## config.mk

```make
export PLATFORM = sky130hd
export DESIGN_NAME = ecdsa_signature_der_to_raw
export DESIGN_NICKNAME = d
export VERILOG_FILES = /design/src/rtl/core/edsr_pkg.sv /design/src/rtl/core/edsr_front.sv /design/src/rtl/core/edsr_queue.sv /design/src/rtl/core/edsr_back.sv /design/src/rtl/core/ecdsa_signature_der_to_raw.sv
export SDC_FILE = /design/constraint.sdc
export NUM_CORES = 1
export LEC_CHECK = 0
export BUFFER_PORTS_ARGS = -buffer_cell sky130_fd_sc_hd__buf_2
export CAP_MARGIN = 30
export CORE_MARGIN = 2
export CORE_UTILIZATION = 56
export DETAILED_ROUTE_END_ITERATION = 7
export PLACE_DENSITY = 0.72
export SETUP_SLACK_MARGIN = 0.15
export SYNTH_ARGS = -nofsm -noshare
export SYNTH_HDL_FRONTEND = slang
export SYNTH_SLANG_ARGS = --single-unit
export TNS_END_PERCENT = 1
```

## constraint.sdc

```tcl
create_clock -name clk -period 4.1 [get_ports clk]
set_input_delay 0.205 -clock clk [delete_from_list [all_inputs] [get_ports clk]]
set_output_delay 0.205 -clock clk [all_outputs]
set_load 0.01 [all_outputs]
```

## src/rtl/core/edsr_pkg.sv

```systemverilog
// Shared types and constants for the DER-to-raw ECDSA signature converter.
package edsr_pkg;

    localparam int LEN_W    = 6;

    localparam logic [7:0] TAG_SEQUENCE = 8'h30;
    localparam logic [7:0] TAG_INTEGER  = 8'h02;
    localparam logic [7:0] LONG_FORM    = 8'h80;
    localparam logic [7:0] COUNT_MASK   = 8'h7f;
    localparam logic [7:0] ZERO_BYTE    = 8'h00;
    localparam logic [2:0] MIN_BYTES    = 3'd6;

    typedef enum logic [2:0] {
        PH_SEQ_TAG   = 3'd0,
        PH_SEQ_LEN   = 3'd1,
        PH_LEN_MORE  = 3'd2,
        PH_INT_TAG   = 3'd3,
        PH_INT_LEN   = 3'd4,
        PH_INT_FIRST = 3'd5,
        PH_INT_VAL   = 3'd6,
        PH_DONE      = 3'd7
    } phase_t;

    typedef struct packed {
        logic             ok;
        logic             bank;
        logic [LEN_W-1:0] rlen;
        logic [LEN_W-1:0] slen;
    } job_t;

    typedef struct packed {
        logic en;
        logic bank;
    } bank_free_t;

endpackage

```

## src/rtl/core/edsr_front.sv

```systemverilog
// Front parser: checks the DER header and integers, writes value bytes, posts one job per signature.
module edsr_front
    import edsr_pkg::*;
#(
    parameter int HALF = 32,
    localparam int IW  = $clog2(2 * HALF)
)
(
    input  logic          clk,
    input  logic          rst_n,
    input  logic          s_axis_tvalid,
    output logic          s_axis_tready,
    input  logic [7:0]    s_axis_tdata,   // sig_byte
    input  logic          s_axis_tlast,   // final_byte
    input  logic          q_full,
    output logic          q_push,
    output job_t          q_job,
    input  bank_free_t    bank_free,
    output logic          mem_we,
    output logic [IW:0]   mem_waddr,
    output logic [7:0]    mem_wdata
);

    phase_t           phase_reg, phase_next;
    logic [15:0]      body_reg, body_next;
    logic [LEN_W-1:0] ilen_reg, ilen_next;
    logic             which_reg, which_next;
    logic             err_reg, err_next;
    logic [2:0]       pos_reg, pos_next;
    logic [LEN_W-1:0] rlen_reg, rlen_next;
    logic [LEN_W-1:0] slen_reg, slen_next;
    logic             wbank_reg, wbank_next;
    logic [1:0]       busy_reg, busy_next;

    logic             accept;
    logic             put;
    logic [LEN_W-1:0] ilen_dec;
    logic [IW:0]      base;
    logic             ok;
    logic [7:0]       b;

    assign b             = s_axis_tdata;
    assign s_axis_tready = !busy_reg[wbank_reg] && !q_full;
    assign accept        = s_axis_tvalid && s_axis_tready;
    assign ilen_dec      = ilen_reg - LEN_W'(1);
    assign base          = which_reg ? (IW+1)'(2 * HALF) : (IW+1)'(HALF);

    always_comb
    begin
        phase_next = phase_reg;
        body_next  = body_reg;
        ilen_next  = ilen_reg;
        which_next = which_reg;
        err_next   = err_reg;
        rlen_next  = rlen_reg;
        slen_next  = slen_reg;
        pos_next   = (pos_reg == MIN_BYTES) ? pos_reg : pos_reg + 3'd1;
        put        = 1'b0;
        if (!err_reg)
        begin
            if ((phase_reg == PH_INT_TAG || phase_reg == PH_INT_LEN ||
                 phase_reg == PH_INT_FIRST || phase_reg == PH_INT_VAL ||
                 phase_reg == PH_DONE) && body_reg == 16'd0)
            begin
                err_next = 1'b1;
            end
            else
            begin
                if (phase_reg == PH_INT_TAG || phase_reg == PH_INT_LEN ||
                    phase_reg == PH_INT_FIRST || phase_reg == PH_INT_VAL ||
                    phase_reg == PH_DONE)
                begin
                    body_next = body_reg - 16'd1;
                end
                case (phase_reg)
                    PH_SEQ_TAG:
                    begin
                        if (b != TAG_SEQUENCE)
                            err_next = 1'b1;
                        else
                            phase_next = PH_SEQ_LEN;
                    end
                    PH_SEQ_LEN:
                    begin
                        if ((b & LONG_FORM) == ZERO_BYTE)
                        begin
                            body_next  = {8'd0, b};
                            phase_next = PH_INT_TAG;
                        end
                        else
                        begin
                            body_next = 16'd0;
                            if ((b & COUNT_MASK) > 8'd2)
                                err_next = 1'b1;
                            else if ((b & COUNT_MASK) == ZERO_BYTE)
                                phase_next = PH_INT_TAG;
                            else
                            begin
                                ilen_next  = LEN_W'(b & COUNT_MASK);
                                phase_next = PH_LEN_MORE;
                            end
                        end
                    end
                    PH_LEN_MORE:
                    begin
                        body_next = {body_reg[7:0], b};
                        ilen_next = ilen_dec;
                        if (ilen_dec == '0)
                            phase_next = PH_INT_TAG;
                    end
                    PH_INT_TAG:
                    begin
                        if (b != TAG_INTEGER)
                            err_next = 1'b1;
                        else
                            phase_next = PH_INT_LEN;
                    end
                    PH_INT_LEN:
                    begin
                        if (b == ZERO_BYTE || {1'b0, b} > 9'(HALF + 1))
                            err_next = 1'b1;
                        else
                        begin
                            ilen_next  = LEN_W'(b);
                            phase_next = PH_INT_FIRST;
                        end
                    end
                    PH_INT_FIRST:
                    begin
                        if (b == ZERO_BYTE)
                        begin
                            ilen_next = ilen_dec;
                            if (ilen_dec == '0)
                                err_next = 1'b1;
                            else
                            begin
                                phase_next = PH_INT_VAL;
                                if (which_reg)
                                    slen_next = ilen_dec;
                                else
                                    rlen_next = ilen_dec;
                            end
                        end
                        else if (b[7] || ilen_reg > LEN_W'(HALF))
                            err_next = 1'b1;
                        else
                        begin
                            put = 1'b1;
                            if (which_reg)
                                slen_next = ilen_reg;
                            else
                                rlen_next = ilen_reg;
                        end
                    end
                    PH_INT_VAL:
                        put = 1'b1;
                    default:
                        err_next = 1'b1;
                endcase
                if (put)
                begin
                    ilen_next = ilen_dec;
                    if (ilen_dec == '0)
                    begin
                        if (!which_reg)
                        begin
                            which_next = 1'b1;
                            phase_next = PH_INT_TAG;
                        end
                        else
                            phase_next = PH_DONE;
                    end
                end
            end
        end
    end

    assign ok = !err_next && phase_next == PH_DONE && body_next == 16'd0 &&
                pos_next == MIN_BYTES;

    assign mem_we    = accept && put;
    assign mem_waddr = {wbank_reg, IW'(base - (IW+1)'(ilen_reg))};
    assign mem_wdata = b;

    assign q_push     = accept && s_axis_tlast;
    assign q_job.ok   = ok;
    assign q_job.bank = wbank_reg;
    assign q_job.rlen = rlen_next;
    assign q_job.slen = slen_next;

    always_comb
    begin
        busy_next  = busy_reg;
        wbank_next = wbank_reg;
        if (bank_free.en)
            busy_next[bank_free.bank] = 1'b0;
        if (q_push && ok)
        begin
            busy_next[wbank_reg] = 1'b1;
            wbank_next           = !wbank_reg;
        end
    end

    always_ff @(posedge clk or negedge rst_n)
    begin
        if (!rst_n)
        begin
            phase_reg <= PH_SEQ_TAG;
            body_reg  <= '0;
            ilen_reg  <= '0;
            which_reg <= 1'b0;
            err_reg   <= 1'b0;
            pos_reg   <= '0;
            rlen_reg  <= '0;
            slen_reg  <= '0;
            wbank_reg <= 1'b0;
            busy_reg  <= '0;
        end
        else
        begin
            busy_reg  <= busy_next;
            wbank_reg <= wbank_next;
            if (accept)
            begin
                if (s_axis_tlast)
                begin
                    phase_reg <= PH_SEQ_TAG;
                    body_reg  <= '0;
                    ilen_reg  <= '0;
                    which_reg <= 1'b0;
                    err_reg   <= 1'b0;
                    pos_reg   <= '0;
                    rlen_reg  <= '0;
                    slen_reg  <= '0;
                end
                else
                begin
                    phase_reg <= phase_next;
                    body_reg  <= body_next;
                    ilen_reg  <= ilen_next;
                    which_reg <= which_next;
                    err_reg   <= err_next;
                    pos_reg   <= pos_next;
                    rlen_reg  <= rlen_next;
                    slen_reg  <= slen_next;
                end
            end
        end
    end

endmodule

```

## src/rtl/core/edsr_queue.sv

```systemverilog
// Two-entry job queue between parser and output sequencer.
module edsr_queue
    import edsr_pkg::*;
(
    input  logic clk,
    input  logic rst_n,
    input  logic push,
    input  job_t push_job,
    output logic full,
    input  logic pop,
    output logic empty,
    output job_t head
);

    job_t       slot_reg [2];
    logic       wptr_reg, wptr_next;
    logic       rptr_reg, rptr_next;
    logic [1:0] cnt_reg, cnt_next;

    assign full  = cnt_reg == 2'd2;
    assign empty = cnt_reg == 2'd0;
    assign head  = slot_reg[rptr_reg];

    always_comb
    begin
        wptr_next = push ? !wptr_reg : wptr_reg;
        rptr_next = pop ? !rptr_reg : rptr_reg;
        cnt_next  = cnt_reg + {1'b0, push} - {1'b0, pop};
    end

    always_ff @(posedge clk)
    begin
        if (push)
            slot_reg[wptr_reg] <= push_job;
    end

    always_ff @(posedge clk or negedge rst_n)
    begin
        if (!rst_n)
        begin
            wptr_reg <= 1'b0;
            rptr_reg <= 1'b0;
            cnt_reg  <= '0;
        end
        else
        begin
            wptr_reg <= wptr_next;
            rptr_reg <= rptr_next;
            cnt_reg  <= cnt_next;
        end
    end

endmodule

```

## src/rtl/core/edsr_back.sv

```systemverilog
// Output sequencer: two-bank value store, registered read, output register.
module edsr_back
    import edsr_pkg::*;
#(
    parameter int HALF = 32,
    localparam int IW  = $clog2(2 * HALF)
)
(
    input  logic        clk,
    input  logic        rst_n,
    input  logic        mem_we,
    input  logic [IW:0] mem_waddr,
    input  logic [7:0]  mem_wdata,
    input  logic        q_empty,
    input  job_t        q_head,
    output logic        q_pop,
    output bank_free_t  bank_free,
    output logic        m_axis_tvalid,
    input  logic        m_axis_tready,
    output logic [7:0]  m_axis_tdata,   // raw_byte
    output logic        m_axis_tuser,   // status
    output logic        m_axis_tlast    // end_of_run
);

    logic [7:0]  mem [2 ** (IW + 1)];
    logic [7:0]  mem_q_reg;

    logic [IW-1:0] k_reg, k_next;
    logic        rd_valid_reg, rd_valid_next;
    logic        rd_err_reg, rd_zero_reg, rd_last_reg;
    logic        out_valid_reg, out_valid_next;
    logic [7:0]  out_data_reg;
    logic        out_user_reg, out_last_reg;

    logic        out_load, rd_load, issue, k_last, zero;
    logic [IW:0] kx;

    assign out_load = rd_valid_reg && (!out_valid_reg || m_axis_tready);
    assign issue    = !q_empty && (!rd_valid_reg || out_load);
    assign rd_load  = issue && q_head.ok;
    assign k_last   = k_reg == IW'(2 * HALF - 1);
    assign kx       = {1'b0, k_reg};
    assign zero     = (kx < (IW+1)'(HALF)) ?
                      (kx < (IW+1)'(HALF) - (IW+1)'(q_head.rlen)) :
                      (kx < (IW+1)'(2 * HALF) - (IW+1)'(q_head.slen));

    assign q_pop          = issue && (!q_head.ok || k_last);
    assign bank_free.en   = issue && q_head.ok && k_last;
    assign bank_free.bank = q_head.bank;

    always_comb
    begin
        k_next = k_reg;
        if (rd_load)
            k_next = k_last ? '0 : k_reg + IW'(1);
        rd_valid_next = issue || (rd_valid_reg && !out_load);
        out_valid_next = out_load || (out_valid_reg && !m_axis_tready);
    end

    always_ff @(posedge clk)
    begin
        if (mem_we)
            mem[mem_waddr] <= mem_wdata;
        if (rd_load)
            mem_q_reg <= mem[{q_head.bank, k_reg}];
    end

    always_ff @(posedge clk)
    begin
        if (issue)
        begin
            rd_err_reg  <= !q_head.ok;
            rd_zero_reg <= !q_head.ok || zero;
            rd_last_reg <= !q_head.ok || k_last;
        end
        if (out_load)
        begin
            out_data_reg <= rd_zero_reg ? ZERO_BYTE : mem_q_reg;
            out_user_reg <= rd_err_reg;
            out_last_reg <= rd_last_reg;
        end
    end

    always_ff @(posedge clk or negedge rst_n)
    begin
        if (!rst_n)
        begin
            k_reg         <= '0;
            rd_valid_reg  <= 1'b0;
            out_valid_reg <= 1'b0;
        end
        else
        begin
            k_reg         <= k_next;
            rd_valid_reg  <= rd_valid_next;
            out_valid_reg <= out_valid_next;
        end
    end

    assign m_axis_tvalid = out_valid_reg;
    assign m_axis_tdata  = out_data_reg;
    assign m_axis_tuser  = out_user_reg;
    assign m_axis_tlast  = out_last_reg;

endmodule

```

## src/rtl/core/ecdsa_signature_der_to_raw.sv

```systemverilog
// Top level: DER ECDSA signature in, raw r||s bytes or one error result out.
//
//  channel  dir  tdata           tuser   tlast
//  s_axis   in   sig_byte[7:0]   -       final_byte
//  m_axis   out  raw_byte[7:0]   status  end_of_run
//
// Input takes one byte per cycle; the parser posts one job per signature into a
// two-entry queue. A good signature gives 2*HALF results, one per cycle while
// m_axis_tready holds, after its job passes the queue, the read register and
// the output register; a bad one gives one result. Input stalls while both store
// banks hold signatures not yet read out, or while two jobs wait in the queue.
// Reset is asynchronous and leaves the block ready for a new signature at once.
module ecdsa_signature_der_to_raw
    import edsr_pkg::*;
#(
    parameter int HALF = 32,
    localparam int IW  = $clog2(2 * HALF)
)
(
    input  logic       clk,
    input  logic       rst_n,
    input  logic       s_axis_tvalid,
    output logic       s_axis_tready,
    input  logic [7:0] s_axis_tdata,   // sig_byte
    input  logic       s_axis_tlast,   // final_byte
    output logic       m_axis_tvalid,
    input  logic       m_axis_tready,
    output logic [7:0] m_axis_tdata,   // raw_byte
    output logic       m_axis_tuser,   // status
    output logic       m_axis_tlast    // end_of_run
);

    logic        q_full, q_empty, q_push, q_pop;
    job_t        q_job, q_head;
    bank_free_t  bank_free;
    logic        mem_we;
    logic [IW:0] mem_waddr;
    logic [7:0]  mem_wdata;

    edsr_front #(.HALF(HALF)) u_front (
        .clk           (clk),
        .rst_n         (rst_n),
        .s_axis_tvalid (s_axis_tvalid),
        .s_axis_tready (s_axis_tready),
        .s_axis_tdata  (s_axis_tdata),
        .s_axis_tlast  (s_axis_tlast),
        .q_full        (q_full),
        .q_push        (q_push),
        .q_job         (q_job),
        .bank_free     (bank_free),
        .mem_we        (mem_we),
        .mem_waddr     (mem_waddr),
        .mem_wdata     (mem_wdata)
    );

    edsr_queue u_queue (
        .clk      (clk),
        .rst_n    (rst_n),
        .push     (q_push),
        .push_job (q_job),
        .full     (q_full),
        .pop      (q_pop),
        .empty    (q_empty),
        .head     (q_head)
    );

    edsr_back #(.HALF(HALF)) u_back (
        .clk           (clk),
        .rst_n         (rst_n),
        .mem_we        (mem_we),
        .mem_waddr     (mem_waddr),
        .mem_wdata     (mem_wdata),
        .q_empty       (q_empty),
        .q_head        (q_head),
        .q_pop         (q_pop),
        .bank_free     (bank_free),
        .m_axis_tvalid (m_axis_tvalid),
        .m_axis_tready (m_axis_tready),
        .m_axis_tdata  (m_axis_tdata),
        .m_axis_tuser  (m_axis_tuser),
        .m_axis_tlast  (m_axis_tlast)
    );

endmodule

```

==> impl_metrics.env, run 1 <==
export IMPL_p_int_mw=23.50
export IMPL_final_setup_skew_ps=68.88
export IMPL_clk_pin_slew_ps=70
export IMPL_gp_congestion=0.9384
export IMPL_p_clk_share_pct=31.0
export IMPL_largest_reg_flops=1024
export IMPL_yosys_area_top_type="edfxtp_1"
export IMPL_synth_seq_cells=1130
export IMPL_die_w_um=290.8
export IMPL_switching_share_pct=30.51
export IMPL_syn_area_per_cell_um2=19.12
export IMPL_dpl_cell_count=3564
export IMPL_crit_family="simple AND/OR/NAND/NOR gates"
export IMPL_place_area_mm2=0.04863
export IMPL_reg2regPathDepth=11
export IMPL_switching_power_mw=10.32
export IMPL_grtUsageTotal_pct=26.51
export IMPL_fin_crit_sh_pct=92.29
export IMPL_critical_path_peak_fanout=15
export IMPL_wl_per_cell_um=29.42
export IMPL_yosysUniqueCellTypes=81
export IMPL_synth_edf_count=1073
export IMPL_clk_path_buf_depth=3
export IMPL_yosys_top_cells_area="edfxtp_1, mux4_2, dfrtp_1"
export IMPL_viasPerCell=6.632
export IMPL_cap_violations=0
export IMPL_start_kind="register"
export IMPL_synth_cells=2409
export IMPL_cp_slowest_stage_delay_ps=540
export IMPL_chipHeight_um=290.8
export IMPL_path_cells="inv_1, ha_1, nor3b_2, and4_4, a21oi_1, buf_4, o32a_1, or4b_1, nor4_2, nand4_1, xnor2_1"
export IMPL_synth_ff_type="edfxtp_1"
export IMPL_setup_slack_ps=316.1
export IMPL_grt_overflow=0
export IMPL_drive_above_1_share_pct=26.27
export IMPL_worst_pin_slew_ps=1104
export IMPL_numClockSinks=1130
export IMPL_ios=25
export IMPL_drv_slew=0
export IMPL_peakVddDrop_uv=510.4
export IMPL_core_mm2=0.08172
export IMPL_initial_utilization_pct=56.36
export IMPL_vias=25021
export IMPL_cp_required_ps=4670
export IMPL_max_slew_margin_pct=26.23
export IMPL_status="completed"
export IMPL_antenna_found_initial=1
export IMPL_post_cts_buffers=0
export IMPL_drt_iter0_markers=3222
export IMPL_slowest_stage="or4b_1"
export IMPL_setup_viol=0
export IMPL_worst_path_stages=11
export IMPL_h_tree_depth=3
export IMPL_pre_cts_slack_ps=163.8
export IMPL_power_leakage_nw=17.14
export IMPL_path_buf_inv=2
export IMPL_grt_pass1_wl_um=165500
export IMPL_yosys_warnings=0
export IMPL_grt_setup_unrepaired="no"
export IMPL_synth_area_mm2=0.04605
export IMPL_syn_num_nets=2442
export IMPL_cellPowerDensity_mw_per_mm2=643.2
export IMPL_hold_slack_ps=14.60
export IMPL_fmax_mhz=264.3
export IMPL_final_hold_viol_count=0
export IMPL_antenna_cells=0
export IMPL_dieArea_mm2=0.08455
export IMPL_yosysTopAreaCellShare_pct=69.96
export IMPL_synthArstFlopShare_pct=5.044
export IMPL_routed_wl_um=111000
export IMPL_firstDrtPassIters=7
export IMPL_grt_pass1_vias=24949
export IMPL_hpwl_um=69570
export IMPL_final_cells=3773
export IMPL_drc=0
export IMPL_crit_type="reg2reg"
export IMPL_combPwrFrac_pct=29.0
export IMPL_cts_made_buffers=106
export IMPL_worstPathArrival_ps=4360
export IMPL_port_buffers=24
export IMPL_ys_seq_area_share_pct=73.06
export IMPL_fin_crit_ps=3784
export IMPL_area_delta_synth_final_pct=14.15
export IMPL_root_buffer="clkbuf_16"
export IMPL_rows=105
export IMPL_clk_latency_ps=710
export IMPL_grt_max_degree=92
export IMPL_hold_class="in2async"
export IMPL_stdcell_area_mm2=0.05257
export IMPL_nets=2647
export IMPL_cp_end_kind="register"
export IMPL_postRouteAntennaNets=0
export IMPL_cts_tree="done"
export IMPL_power_frac_seq_pct=40.0
export IMPL_tns_ps=0
-- repair_timing --
action                                 4_1_cts  5_1_grt
endpoints found under the hold margin      101        0
setup endpoints to repair                    9      460
cloned                                       0        0
hold buffers                                11        0
resized for setup                            1       13
-- final cells by class --
| class | count | area, um^2 |
|---|---|---|
| Clock buffer | 124 | 2770 |
| Clock inverter | 73 | 988.4 |
| Fill cell | 5455 | 29140 |
| Inverter | 33 | 123.9 |
| Multi-Input combinational cell | 1109 | 11750 |
| Sequential cell | 1130 | 33660 |
| Tap cell | 1070 | 1339 |
| Timing Repair Buffer | 234 | 1939 |
-- per-stage QoR --
stage | util, % | total power, mW
detailed placement | 59.52 | 23.41
global placement | 59.52 | 23.28
finish | 64.33 | 33.82
floorplan | - | 20.20
global route | 64.33 | 34.98
CTS | 64.25 | 33.84
-- cells in the mapped netlist (all sizes together), types with 17 or more instances --
cell    number
a21oi       43
a22o        17
buf         47
clkbuf      90
dfrtp       57
edfxtp    1073
ha          20
inv         33
mux2i       82
mux4       288
nand2      102
nand3       18
nor2       187
nor3        20
o21ai       58
o221ai      43
o22ai       22
-- metal layers --
layer  wire length [um]  vias up  global-route usage [%]
met2              53930     1491                   42.67
met4               3361        0                   8.075
met3              10290      220                   3.717
met5                  0        -                       0
li1                   -    10331                       -
met1              43420    12979                   38.38
-- final timing paths --
kind | start | end | slack, ps
worst max-delay path | u_front.body_reg[0]$_DFFE_PN0P_ | u_front.wbank_reg$_DFFE_PN0P_ | 320
worst min-delay path | rst_n | u_front.body_reg[10]$_DFFE_PN0P_ | 10
worst max register to register | u_front.body_reg[0]$_DFFE_PN0P_ | u_front.wbank_reg$_DFFE_PN0P_ | 320
worst min register to register | u_back.rd_last_reg$_DFFE_PP_ | u_back.m_axis_tlast$_DFFE_PP_ | 460
max in group asynchronous | rst_n | u_front.body_reg[5]$_DFFE_PN0P_ | 3120
min in group clk | s_axis_tvalid | u_front.pos_reg[2]$_DFFE_PN0P_ | 120
-- power groups by stage --
| stage | registers (mW) | logic, mW | clock network, mW |
|---|---|---|---|
| finish | 13.5 | 9.80 | 10.5 |
| global route | 13.6 | 10.4 | 11.0 |
| CTS | 13.5 | 9.72 | 10.6 |
| detailed placement | 13.8 | 9.65 | 0 |
| global placement | 13.8 | 9.53 | 0 |
| floorplan | 13.4 | 6.81 | 0 |
-- logic make-up (layout without fill, tap and decap cells) --
logic type	Yosys count	after routing	share of synthesized area (%)
AO/OA/AOI/OAI	281	281	4.347
XOR/XNOR	26	26	0.4944
adder cells (fa/ha/maj)	20	20	0.5434
buffers and inverters	170	464	1.513
flip-flops	1130	1130	73.06
multiplexers	371	371	15.89
AND/OR/NAND/NOR	411	411	4.151
-- layout by cell type, fill, tap and decap left out, drive strengths merged, types with 22 or more instances in the layout --
cell type     n
mux2i        82
mux4        288
edfxtp     1073
o22ai        22
o21ai        58
o221ai       43
a21oi        43
inv          39
clkbuf      124
buf         223
nor2        187
dfrtp        57
nand2       102
clkinv       42
-- worst reg2reg max path: cells and delay by family (launching register included) --
family	cells	cell delay, ps
compound gates	2	300
buf+inv	2	350
flops	1	450
simple gates	5	2130
fa+ha+maj	1	210
xor+xnor	1	220
Note: power is estimated with default switching activity, not from simulation.
==> inputs of run 2 (changes only) <==
- ABC_AREA: unset -> 1
==> impl_metrics.env, run 2 <==
export IMPL_start_kind="register"
export IMPL_clk_pin_slew_ps=60
export IMPL_path_cells="inv_2, ha_1, nand3_1, nand2_1, nand2_1, inv_1, nand2_1, nand2_1, nand2_1, nor2_2, nand3_2, buf_4, nor2_1"
export IMPL_yosys_warnings=0
export IMPL_layout_common_cells="edfxtp_1, nor2_1, o21ai_0"
export IMPL_hold_slack_ps=30.65
export IMPL_seqCellArea_mm2=0.03366
export IMPL_synth_cells=3913
export IMPL_vias=31633
export IMPL_grtUsageTotal_pct=27.88
export IMPL_mostFrequentLayoutCell="edfxtp_1"
export IMPL_dieArea_mm2=0.08613
export IMPL_fin_crit_ps=3724
export IMPL_power_leakage_nw=17.15
export IMPL_min_delay_start="s_axis_tdata[0]"
export IMPL_yosys_top_cells_area="edfxtp_1, o21ai_0, nor2_1"
export IMPL_port_buffers=24
export IMPL_synth_seq_cells=1130
export IMPL_synth_area_mm2=0.04693
export IMPL_viasPerCell=6.260
export IMPL_nets=3916
export IMPL_hold_buffers=4
export IMPL_final_hold_viol_count=0
export IMPL_crit_start="u_front.ilen_reg[0]$_DFFE_PN0P_"
export IMPL_clk_path_buf_depth=3
export IMPL_crit_type="reg2reg"
export IMPL_yosysMostFrequentCell="edfxtp_1"
export IMPL_die_w_um=293.5
export IMPL_grt_pass1_wl_um=182700
export IMPL_critical_path_peak_fanout=9
export IMPL_cellPowerDensity_mw_per_mm2=688.4
export IMPL_grt_max_degree=171
export IMPL_ios=25
export IMPL_max_slew_margin_pct=33.39
export IMPL_routed_wl_um=120400
export IMPL_cpMostUsedCell="nand2_1"
export IMPL_path_buf_inv=3
export IMPL_hold_class="in2reg"
export IMPL_hpwl_um=70660
export IMPL_root_buffer="clkbuf_16"
export IMPL_drive_above_1_share_pct=8.182
export IMPL_drv_slew=0
export IMPL_slowest_stage="nor2_1"
export IMPL_cp_slowest_stage_delay_ps=600
export IMPL_ys_seq_area_share_pct=71.70
export IMPL_cts_made_buffers=111
export IMPL_area_delta_synth_final_pct=10.35
export IMPL_cp_end_kind="register"
export IMPL_yosys_area_top_type="edfxtp_1"
export IMPL_synthArstFlopShare_pct=5.044
export IMPL_cap_violations=0
export IMPL_crit_family="simple AND/OR/NAND/NOR gates"
export IMPL_drc=0
export IMPL_firstDrtPassIters=6
export IMPL_antenna_found_initial=2
export IMPL_largest_reg_flops=1024
export IMPL_gp_congestion=0.9126
export IMPL_h_tree_depth=3
export IMPL_r2r_start="u_front.ilen_reg[0]$_DFFE_PN0P_"
export IMPL_syn_num_nets=3946
export IMPL_cts_resized=0
export IMPL_grt_pass1_vias=30543
export IMPL_numClockSinks=1130
export IMPL_cts_tree="done"
export IMPL_tns_ps=0
export IMPL_initial_utilization_pct=56.34
export IMPL_rows=106
export IMPL_fmax_mhz=268.5
export IMPL_yosysUniqueCellTypes=47
export IMPL_chipHeight_um=293.5
export IMPL_grt_overflow=0
export IMPL_clk_latency_ps=700
export IMPL_cp_required_ps=4420
export IMPL_fin_crit_sh_pct=90.83
export IMPL_multi_input_area_mm2=0.01179
export IMPL_peakVddDrop_uv=883.1
export IMPL_syn_area_per_cell_um2=11.99
export IMPL_fill_cells=6247
export IMPL_yosysTopAreaCellShare_pct=68.66
export IMPL_postRouteAntennaNets=0
export IMPL_worstPathArrival_ps=4040
export IMPL_setup_viol=0
export IMPL_synth_edf_count=1073
export IMPL_yosys_top_cells_count="edfxtp_1, nor2_1, o21ai_0"
export IMPL_synth_ff_type="edfxtp_1"
export IMPL_core_mm2=0.08329
export IMPL_wl_per_cell_um=23.83
export IMPL_final_setup_skew_ps=34.65
export IMPL_post_cts_buffers=0
export IMPL_status="completed"
export IMPL_grt_setup_unrepaired="no"
export IMPL_worst_pin_slew_ps=999.2
export IMPL_drt_iter0_markers=3915
## run 2: cell types whose count changed in the layout (fill, tap and decap cells not counted), sizes merged, moves of 68 or more
| cell | change |
|---|---|
| buf | -122 |
| inv | +88 |
| mux2i | -72 |
| mux4 | -288 |
| nand2 | +151 |
| nand3 | +68 |
| nor2 | +681 |
| o21ai | +638 |
| o22ai | +252 |
## run 2: layout make-up
cell class | count | area share, %
Sequential cell | 1130 | 65.00
Multi-Input combinational cell | 2408 | 22.76
Clock buffer | 130 | 5.501
Tap cell | 1080 | 2.609
Timing Repair Buffer | 105 | 1.817
Clock inverter | 72 | 1.355
Inverter | 127 | 0.9544
Antenna cell | 1 | 0.004832
## run 2: kinds of logic (layout without fill, tap and decap cells)
group | count (synthesis) | count (layout) | synth area share [%]
adder cells (fa/ha/maj) | 20 | 20 | 0.5332
XOR/XNOR | 16 | 16 | 0.3386
multiplexers | 10 | 10 | 0.2133
AND/OR/NAND/NOR | 1248 | 1248 | 10.71
AO/OA/AOI/OAI | 1114 | 1114 | 13.32
other | 0 | 1 | 0
buffers and inverters | 375 | 434 | 3.186
flip-flops | 1130 | 1130 | 71.70
## run 2: worst paths after layout
| check | endpoint | slack, ps | depth (start not counted) |
|---|---|---|---|
| max in group asynchronous | u_back.k_reg[1]$_DFFE_PN0P_ | 3230 | 3 |
| max reg2reg | u_back.mem[31][2]$_DFFE_PP_ | 380 | 13 |
| min in group asynchronous | u_front.body_reg[2]$_DFFE_PN0P_ | 130 | 2 |
| min reg2reg | u_back.m_axis_tuser$_DFFE_PP_ | 440 | 0 |
| min | u_back.mem[123][0]$_DFFE_PP_ | 30 | 1 |
| max | u_back.mem[31][2]$_DFFE_PP_ | 380 | 13 |
## run 2: through the flow
step                area [um^2]  setup WS [ps]  std cells  util, %  power, mW
CTS                       51780          459.9       5052    62.17      35.48
detailed placement        48190          482.4       4846    57.86      25.62
global route              51790          243.3       5053    62.18      37.31
floorplan                 46930           1463       3913        -      21.48
finish                    51790          375.9       5053    62.18      35.65
global placement          48140          486.4       4844    57.80      25.45
## run 2: routing by layer
metal  GRT usage (%)  vias up  part of all wire (%)
met5               0        -                 0.012
met4           10.73        2                   3.9
met3           5.893      267                    10
met2           43.72     1688                    46
met1           38.62    15390                    40
li1                -    14286                     -
## run 2: power by group
group | switching, mW | internal [mW]
clock network | 4.34 | 5.62
registers | 0.482 | 13.0
logic | 8.72 | 3.49
total | 13.5 | 22.1
